## src/hw/rtl/fsnr_pkg.sv

```systemverilog
// ----------------------------------------------------------------------------
// fsnr_pkg
// Shared phase codes, parser state type and reset value for the
// format string %n rejector.
// ----------------------------------------------------------------------------
package fsnr_pkg;

  localparam int unsigned PhaseW = 5;

  // Parser phase codes
  localparam logic [PhaseW-1:0] PhText  = 5'd0;
  localparam logic [PhaseW-1:0] PhPct   = 5'd1;
  localparam logic [PhaseW-1:0] PhPos   = 5'd2;
  localparam logic [PhaseW-1:0] PhFlags = 5'd3;
  localparam logic [PhaseW-1:0] PhWdig  = 5'd4;
  localparam logic [PhaseW-1:0] PhWstar = 5'd5;
  localparam logic [PhaseW-1:0] PhPostw = 5'd6;
  localparam logic [PhaseW-1:0] PhDot   = 5'd7;
  localparam logic [PhaseW-1:0] PhPstar = 5'd8;
  localparam logic [PhaseW-1:0] PhPdig  = 5'd9;
  localparam logic [PhaseW-1:0] PhLen   = 5'd10;
  localparam logic [PhaseW-1:0] PhH     = 5'd11;
  localparam logic [PhaseW-1:0] PhL     = 5'd12;
  localparam logic [PhaseW-1:0] PhI     = 5'd13;
  localparam logic [PhaseW-1:0] PhI3    = 5'd14;
  localparam logic [PhaseW-1:0] PhI6    = 5'd15;
  localparam logic [PhaseW-1:0] PhConv  = 5'd16;

  // Longest chain of re-examinations of one byte (percent through conversion)
  localparam int unsigned StepMax = 6;

  typedef struct packed {
    logic [PhaseW-1:0] phase;
    logic              all_zero;
    logic              seen;
    logic              rejected;
  } fsnr_state_t;

  localparam fsnr_state_t StateReset = '{
    phase:    PhText,
    all_zero: 1'b1,
    seen:     1'b0,
    rejected: 1'b0
  };

endpackage

```

## src/hw/rtl/fsnr_if.sv

```systemverilog
// ----------------------------------------------------------------------------
// fsnr_if
// Valid/ready channels of the rejector: byte input and verdict output.
// ----------------------------------------------------------------------------
interface fsnr_in_if;
  logic       valid;
  logic       ready;
  logic [7:0] ch;
  logic       last;

  modport source (output valid, output ch, output last, input ready);
  modport sink   (input valid, input ch, input last, output ready);
endinterface

interface fsnr_out_if;
  logic valid;
  logic ready;
  logic done_res;
  logic safe;

  modport source (output valid, output done_res, output safe, input ready);
  modport sink   (input valid, input done_res, input safe, output ready);
endinterface

```

## src/hw/rtl/fsnr_parser.sv

```systemverilog
// ----------------------------------------------------------------------------
// fsnr_parser
// Next-state logic of the conversion spec parser for one byte. A byte that
// closes one part of a spec is re-examined in the following phase.
// ----------------------------------------------------------------------------
module fsnr_parser
  import fsnr_pkg::*;
(
  input  logic [7:0]  ch_i,
  input  fsnr_state_t cur_i,
  output fsnr_state_t nxt_o
);

  always_comb begin
    fsnr_state_t st;
    logic        again;
    logic        dig;
    logic        flag;
    st    = cur_i;
    again = (ch_i != 8'd0);   // zero byte is not parsed
    dig   = ch_i inside {["0":"9"]};
    flag  = ch_i inside {"-", "+", " ", "#", "0", "'"};
    for (int unsigned k = 0; k < StepMax; k++) begin
      if (again) begin
        again = 1'b0;
        case (st.phase)
          PhPct: begin
            if (ch_i == "%") begin
              st.phase = PhText;
            end else begin
              st.phase    = PhPos;
              st.seen     = 1'b0;
              st.all_zero = 1'b1;
              again       = 1'b1;
            end
          end
          PhPos: begin
            if (dig) begin
              st.seen = 1'b1;
              if (ch_i != "0") st.all_zero = 1'b0;
            end else if (ch_i == "$") begin
              st.phase = PhFlags;
            end else begin
              // zero-only run acts as '0' flags, otherwise it was the width
              st.phase = (!st.seen || st.all_zero) ? PhFlags : PhPostw;
              again    = 1'b1;
            end
          end
          PhFlags: begin
            if (flag) begin
              st.phase = PhFlags;
            end else if (ch_i == "*") begin
              st.phase = PhWstar;
              st.seen  = 1'b0;
            end else if (dig) begin
              st.phase = PhWdig;
            end else begin
              st.phase = PhPostw;
              again    = 1'b1;
            end
          end
          PhWdig, PhPdig: begin
            if (!dig) begin
              st.phase = (st.phase == PhWdig) ? PhPostw : PhLen;
              again    = 1'b1;
            end
          end
          PhWstar, PhPstar: begin
            if (dig) begin
              st.seen = 1'b1;
            end else if (ch_i == "$") begin
              st.phase = (st.phase == PhWstar) ? PhPostw : PhLen;
            end else begin
              if (st.seen) st.phase = PhText;
              else         st.phase = (st.phase == PhWstar) ? PhPostw : PhLen;
              again = 1'b1;
            end
          end
          PhPostw: begin
            if (ch_i == ".") begin
              st.phase = PhDot;
            end else begin
              st.phase = PhLen;
              again    = 1'b1;
            end
          end
          PhDot: begin
            if (ch_i == "*") begin
              st.phase = PhPstar;
              st.seen  = 1'b0;
            end else if (dig) begin
              st.phase = PhPdig;
            end else begin
              st.phase = PhLen;
              again    = 1'b1;
            end
          end
          PhLen: begin
            if (ch_i == "h") begin
              st.phase = PhH;
            end else if (ch_i == "l") begin
              st.phase = PhL;
            end else if (ch_i == "I") begin
              st.phase = PhI;
            end else if (ch_i inside {"j", "z", "t", "L", "w"}) begin
              st.phase = PhConv;
            end else begin
              st.phase = PhConv;
              again    = 1'b1;
            end
          end
          PhH, PhL: begin
            again    = (ch_i != ((st.phase == PhH) ? "h" : "l"));
            st.phase = PhConv;
          end
          PhI: begin
            if (ch_i == "3") begin
              st.phase = PhI3;
            end else if (ch_i == "6") begin
              st.phase = PhI6;
            end else begin
              st.phase = PhText;
              again    = 1'b1;
            end
          end
          PhI3, PhI6: begin
            if (ch_i == ((st.phase == PhI3) ? "2" : "4")) begin
              st.phase = PhConv;
            end else begin
              st.phase = PhText;
              again    = 1'b1;
            end
          end
          PhConv: begin
            if (ch_i == "n") st.rejected = 1'b1;
            st.phase = PhText;
          end
          default: begin
            // plain text and unused codes
            st.phase = (ch_i == "%") ? PhPct : PhText;
          end
        endcase
      end
    end
    nxt_o = st;
  end

endmodule

```

## src/hw/rtl/format_string_n_rejector_unit.sv

```systemverilog
// ----------------------------------------------------------------------------
// format_string_n_rejector_unit
// Streaming printf format string scanner that flags any %n conversion.
// ----------------------------------------------------------------------------
// Usage:
//   in_i  : one byte of the format string per item (ch, last). A zero byte or
//           an item with last set ends the string.
//   out_o : one result item per input item. done_res is 1 for the byte that
//           ended the string; safe is 0 once a %n conversion has been seen
//           in the current string, that byte included.
//   Path: an accepted byte waits in the input register; its result is
//           written to the result register when that register can take it.
//   Throughput: one item per cycle unless out_o stalls. The parser state is
//           the only loop; byte and state resolve in one pass of fsnr_parser.
//   Reset: rst_ni clears both registers' valid bits and puts the parser in
//           plain text with the reject flag clear.
//   Stall: while out_o is stalled the result holds; one more byte may still
//           be taken into the input register, then in_i.ready drops.
//   After a string ends all parser state, the reject flag too, is cleared.
// ----------------------------------------------------------------------------
module format_string_n_rejector_unit
  import fsnr_pkg::*;
(
  input  logic       clk_i,
  input  logic       rst_ni,
  fsnr_in_if.sink    in_i,
  fsnr_out_if.source out_o
);

  // input register
  logic       in_valid_q;
  logic [7:0] ch_q;
  logic       last_q;

  // result register
  logic       out_valid_q;
  logic       done_q;
  logic       safe_q;

  // parser state
  fsnr_state_t st_q, st_d, st_step;

  logic adv;    // result register can take a new result
  logic fire;   // input register item is processed this cycle
  logic ends;   // processed byte ends the string

  assign adv  = !out_valid_q || out_o.ready;
  assign fire = in_valid_q && adv;
  assign ends = (ch_q == 8'd0) || last_q;

  // Input register refills when empty or when its item moves on.
  assign in_i.ready = !in_valid_q || adv;

  fsnr_parser u_parser (
    .ch_i  (ch_q),
    .cur_i (st_q),
    .nxt_o (st_step)
  );

  always_comb begin
    st_d = st_q;
    if (fire) st_d = ends ? StateReset : st_step;
  end

  always_ff @(posedge clk_i or negedge rst_ni) begin
    if (!rst_ni) begin
      in_valid_q  <= 1'b0;
      out_valid_q <= 1'b0;
      st_q        <= StateReset;
    end else begin
      if (in_i.ready) in_valid_q <= in_i.valid;
      if (adv)        out_valid_q <= in_valid_q;
      st_q <= st_d;
    end
  end

  // payload registers
  always_ff @(posedge clk_i) begin
    if (in_i.valid && in_i.ready) begin
      ch_q   <= in_i.ch;
      last_q <= in_i.last;
    end
    if (fire) begin
      done_q <= ends;
      safe_q <= !st_step.rejected;
    end
  end

  assign out_o.valid    = out_valid_q;
  assign out_o.done_res = done_q;
  assign out_o.safe     = safe_q;

`ifndef SYNTHESIS
  // A string end leaves the parser in plain text with no reject pending.
  a_end_resets: assert property (@(posedge clk_i) disable iff (!rst_ni)
    (fire && ends) |=> (st_q.phase == PhText && !st_q.rejected))
    else $error("parser state not reset after end of string");

  // An unsafe result mid-string means the reject flag is held.
  a_unsafe_sticky: assert property (@(posedge clk_i) disable iff (!rst_ni)
    (out_valid_q && !safe_q && !done_q) |-> st_q.rejected)
    else $error("unsafe result without reject flag");

  // The reject flag only clears at a string end.
  a_reject_holds: assert property (@(posedge clk_i) disable iff (!rst_ni)
    (st_q.rejected && !(fire && ends)) |=> st_q.rejected)
    else $error("reject flag dropped mid-string");

  // State moves only when an item is processed.
  a_state_idle: assert property (@(posedge clk_i) disable iff (!rst_ni)
    !fire |=> $stable(st_q))
    else $error("parser state changed without an item");
`endif

endmodule
```

## src/flat_wrapper.sv

```systemverilog
// flat-port wrapper written by rule: the top's interface ports become plain ports
module format_string_n_rejector_unit_flat import fsnr_pkg::*;
  (clk_i, rst_ni, in_i_valid, in_i_ch, in_i_last, in_i_ready, out_o_valid, out_o_done_res, out_o_safe, out_o_ready);
  fsnr_in_if in_i_i ();
  fsnr_out_if out_o_i ();
  input  logic clk_i;
  input  logic rst_ni;
  input wire logic [$bits(in_i_i.valid)-1:0] in_i_valid;
  input wire logic [$bits(in_i_i.ch)-1:0] in_i_ch;
  input wire logic [$bits(in_i_i.last)-1:0] in_i_last;
  output wire logic [$bits(in_i_i.ready)-1:0] in_i_ready;
  output wire logic [$bits(out_o_i.valid)-1:0] out_o_valid;
  output wire logic [$bits(out_o_i.done_res)-1:0] out_o_done_res;
  output wire logic [$bits(out_o_i.safe)-1:0] out_o_safe;
  input wire logic [$bits(out_o_i.ready)-1:0] out_o_ready;
  assign in_i_i.valid = in_i_valid;
  assign in_i_i.ch = in_i_ch;
  assign in_i_i.last = in_i_last;
  assign in_i_ready = in_i_i.ready;
  assign out_o_valid = out_o_i.valid;
  assign out_o_done_res = out_o_i.done_res;
  assign out_o_safe = out_o_i.safe;
  assign out_o_i.ready = out_o_ready;
  format_string_n_rejector_unit u_core (.clk_i(clk_i), .rst_ni(rst_ni), .in_i(in_i_i), .out_o(out_o_i));
endmodule
```

## config.mk

```make
export PLATFORM = sky130hd
export DESIGN_NAME = format_string_n_rejector_unit_flat
export DESIGN_NICKNAME = d
export VERILOG_FILES = /design/src/hw/rtl/fsnr_pkg.sv /design/src/hw/rtl/fsnr_if.sv /design/src/hw/rtl/fsnr_parser.sv /design/src/hw/rtl/format_string_n_rejector_unit.sv /design/src/flat_wrapper.sv
export SDC_FILE = /design/constraint.sdc
export NUM_CORES = 1
export LEC_CHECK = 0
export BUFFER_PORTS_ARGS = -buffer_cell sky130_fd_sc_hd__buf_2
export CAP_MARGIN = 40
export CORE_AREA = 5 5 85 87
export CTS_CLUSTER_SIZE = 20
export DETAILED_ROUTE_END_ITERATION = 6
export DIE_AREA = 0 0 90 92
export GPL_ROUTABILITY_DRIVEN = 1
export PLACE_DENSITY = 0.76
export SYNTH_ARGS = -nofsm -noshare
export SYNTH_HDL_FRONTEND = slang
export SYNTH_HIERARCHICAL = 1
export SYNTH_SLANG_ARGS = --single-unit
```

## constraint.sdc

```tcl
create_clock -name clk_i -period 5.01 [get_ports clk_i]
set_input_delay 0.2505 -clock clk_i [delete_from_list [all_inputs] [get_ports clk_i]]
set_output_delay 0.2505 -clock clk_i [all_outputs]
set_load 0.01 [all_outputs]
```

==> run summary <==
The run finished, with violations left. The final reports fail on design-rule violations, negative setup slack. By startpoint and endpoint, the worst setup path is classified as reg -> reg.

The area added between synthesis and finish is 43.50%. The cell sitting at the root of the clock tree is a clkbuf_8. The floorplan step set the die height to 92 um. For the final count of negative-setup-slack endpoints, the log shows 7.

Counting I/O delays and the setup requirement, the final critical path takes 5.363 ns. The logs give 4635 for the via count of the first global-routing pass and 483 for the net count after synthesis. Power per unit of standard cell area: 83.22 nW/um2. For this run, the total global-route usage over all layers was measured as 33.54%. The arrival time of the worst setup path was 5.51 ns. Pin placement for this block handled 17 I/O pins.

The worst stage delay on the critical path is 0.57 ns, and the switching part of the total is 29.88%. The wire-length estimate of the detail-placed layout is 10700 um. The highest clock frequency the design can meet is 186.5 MHz. In the synthesized netlist the dominant register cell turns out to be edfxtp_1. In the final layout, the share of cells above drive strength 1 is 40.73%. At the end of routability-driven placement, the weighted congestion stood at 1.037.

In this run, synthesis inferred 11 flip-flops with an integrated enable. For the residual overflow from global routing, the log shows 0. The floorplan die area was 8280 um2. The number of max-cap violations came out at 0. The floorplan has 29 rows. The die is 90 um wide. The setup check on the worst reg-to-reg path leaves a slack of -0.35 ns.

Slowest cell on the critical path: or4b_4. Of all flip-flops after synthesis, the portion carrying an async set or reset was 47.62%. The fraction of power consumed by the clock network was 26.9%; the largest driver fanout on the critical path was 5. The run gives -0.2095 ns as the worst slack after detailed placement. STA classifies the critical path endpoint as a flop. Headroom to the max-slew limit came out at 59.60%. The core outline area came out at 6277 um2. The initial utilization of the core area, before any placement, comes to 55.95%. The number of input and output port buffers inserted is 16, and the total cell area at the placement stage is 4596 um2. The logs give 0 for the number of endpoints with negative hold slack in the final report and 0.2323 mV for the maximum vdd drop.

After routing the design area is 5040 um2. The number of diodes added for antenna fixing is 0, and the relative contribution of combinational cells to total power is 26.4%. Summed over all nets, the switching power comes to 0.0001253 W. Entering global routing, the biggest net connects 24 pins. Walking the worst path, the cells encountered are or4b_4, mux2_4, a2111o_1, a2111oi_4, buf_4, a22oi_2, nor2_1, o211ai_1, a32oi_2, buf_4, nand4_1, o21ai_1, a211oi_1, a211oi_2, buf_4, o21ai_2, buf_4, buf_4, buf_4, o211ai_1, o31ai_2, a31o_1. The final critical-path setup slack is -0.3530 ns.

For the worst setup path, the data required time is 5.16 ns. Once detail routing completed, the nets flagged for antenna violations numbered 0. Clock sink total: 21. The number of standard cells after synthesis is 470, and the overall power after layout is 0.0004194 W.

The synthesized area per cell came out at 7.473 um2. The cell area after synthesis was 3512 um2. At the later pin of the worst-skew pair, clock insertion delay measures 0.26 ns. In the routed layout, each cell is associated on average with a via count of 7.095. Transition time at the pin with the least slew margin: 0.6031 ns. The class of the tightest hold or removal check was in -> reg. The part of the total power dissipated in sequential elements came out at 46.7%.

Portion of the post-synthesis area used by sequential elements: 16.57%. After detailed routing, the average wire length per cell comes to 21.77 um. Across all layers, the routed design uses 4832 vias. The most common cell after layout, fill and taps aside was buf_4.

For the final routed database, the setup TNS stands at -2.127 ns. The run gives 93 as the count of cell types in the netlist. The run gives 2 as the maximum clock path buffer count.

The logs give 0.005718 ns for the final setup skew and 1 for the maximum level of the CTS H-tree. The initial antenna violation count is 0, and the length of the first detailed-routing pass in iterations is 7. Clock-pin slew was measured on the worst setup and hold paths at 0.08 ns. The number of nets in the final layout came out at 618.

The max-slew violation total from the final report is 0. Final cycle utilization of the critical path: 107.0%. Number of buffers added by the clock tree synthesis step: 3.

For the initial DRC count, the log shows 625. The tools report the total DRC errors in the routed layout as 1. Setup repair after global routing could not meet its margin everywhere.

The critical path startpoint category was a flop. The most repeated library cell on the critical path is buf_4. The tools report the number of warnings printed during yosys synthesis as 6.

On the critical path the largest part of the delay comes from compound AO/OA/AOI/OAI gates. The number of buffers and inverters on the critical path is 6. The top cell types in the final layout, fill and taps aside, are buf_4 (142), nand2_1 (32), nor2_1 (26). After synthesis the netlist holds a flip-flop and latch count of 21. The internal power is 0.0002941 W, and the total routed wirelength is 14830 um.

The tools report the first-pass GRT wire length as 23230 um. The filler cells instantiated in the layout total 454. The analysis attributes to cell leakage a power of 1.952 nW.

TritonCTS built the clock tree.
## metal layers
| metal | track usage, % | vias up | share of wire, % |
|---|---|---|---|
| met5 | 0 | - | 0 |
| met1 | 44.97 | 2257 | 40 |
| met4 | 10.92 | 0 | 4.2 |
| li1 | - | 2146 | - |
| met3 | 4.583 | 88 | 9.9 |
| met2 | 55.73 | 341 | 46 |
## final timing paths
path / startpoint / to / depth (start not counted)
max: u_core/ch_q[7]$_DFFE_PP_ / u_core/st_q[7]$_DFFE_PN0P_ / 22
min in group asynchronous: rst_ni / u_core/out_o.valid$_DFFE_PN0P_ / 2
min reg2reg: u_core/st_q[2]$_DFFE_PN1P_ / u_core/st_q[2]$_DFFE_PN1P_ / 2
min: in_i_ch[0] / u_core/ch_q[0]$_DFFE_PP_ / 1
max in group asynchronous: rst_ni / u_core/st_q[2]$_DFFE_PN1P_ / 2
max reg2reg: u_core/ch_q[7]$_DFFE_PP_ / u_core/st_q[7]$_DFFE_PN0P_ / 22
## cells by family (layout without fill, tap and decap cells)
group	Yosys count	after routing	synth area share (%)
mux	4	4	1.211
compound gates	182	182	39.33
buf+inv	49	183	6.234
xor+xnor	5	5	1.247
simple gates	209	209	35.41
flops	21	21	16.57
## synth_stat cells (all sizes together), types with 9 or more instances
master | number | share of area, %
nor2 | 30 | 3.2
a21oi | 27 | 4.0
edfxtp | 11 | 9.4
nand4 | 11 | 2.0
a31oi | 12 | 2.5
a211oi | 11 | 2.5
a21boi | 10 | 2.1
o21ai | 29 | 4.2
a31o | 12 | 3.0
buf | 13 | 2.4
nand3 | 20 | 2.9
nor4 | 10 | 2.0
nand2b | 10 | 2.0
nand2 | 34 | 3.7
clkbuf | 25 | 2.7
nor3 | 23 | 3.3
inv | 11 | 1.2
and2 | 10 | 1.9
o211ai | 12 | 2.7
or3 | 9 | 1.7
dfrtp | 9 | 6.4
## worst register-to-register path, delay by kind of cell (launching register included)
| family | cells | cell delay, ns |
|---|---|---|
| compound gates | 12 | 2.66 |
| buf+inv | 6 | 0.97 |
| simple gates | 3 | 0.89 |
| flops | 1 | 0.43 |
| mux | 1 | 0.31 |
## power groups by stage
stage / sequential (W) / clock (W) / combinational [W]
global placement: 0.000199 / 0 / 0.0000977
finish: 0.000196 / 0.000113 / 0.000111
detailed placement: 0.000199 / 0 / 0.000102
CTS: 0.000196 / 0.000113 / 0.000106
global route: 0.000197 / 0.000118 / 0.000119
floorplan: 0.000200 / 0 / 0.0000568
## area by class of cell
class	instances	area [um2]	share of cell area [%]
multi-input cells	400	2983	59.19
flip-flops and latches	21	581.8	11.54
repair buffers	168	1292	25.65
clock buffers	4	45.04	0.8937
well taps	77	96.34	1.912
inverters	11	41.29	0.8193
## what timing repair did
action	CTS	global route
resized for setup	27	31
hold buffers	1	0
setup endpoints to repair	7	7
pin swaps	15	35
buffers inserted	9	6
hold endpoints to repair	9	0
## stage by stage
step / hold WS, ns / utilization (%) / std cells
floorplan: -0.04509 / - / 470
global placement: 0.1147 / 73.21 / 662
detailed placement: 0.1192 / 73.21 / 662
CTS: 0.1569 / 77.32 / 676
global route: 0.1560 / 80.29 / 681
finish: 0.1552 / 80.29 / 681
## flip-flops by register name, indices dropped and copies added (netlist names)
| register | cells |
|---|---|
| u_core/out_o.safe | 1 |
| u_core/last_q | 1 |
| u_core/st_q | 8 |
| u_core/out_o.valid | 1 |
| u_core/ch_q | 8 |
| u_core/in_valid_q | 1 |
| u_core/out_o.done_res | 1 |
Note: power is estimated with default switching activity, not from simulation.
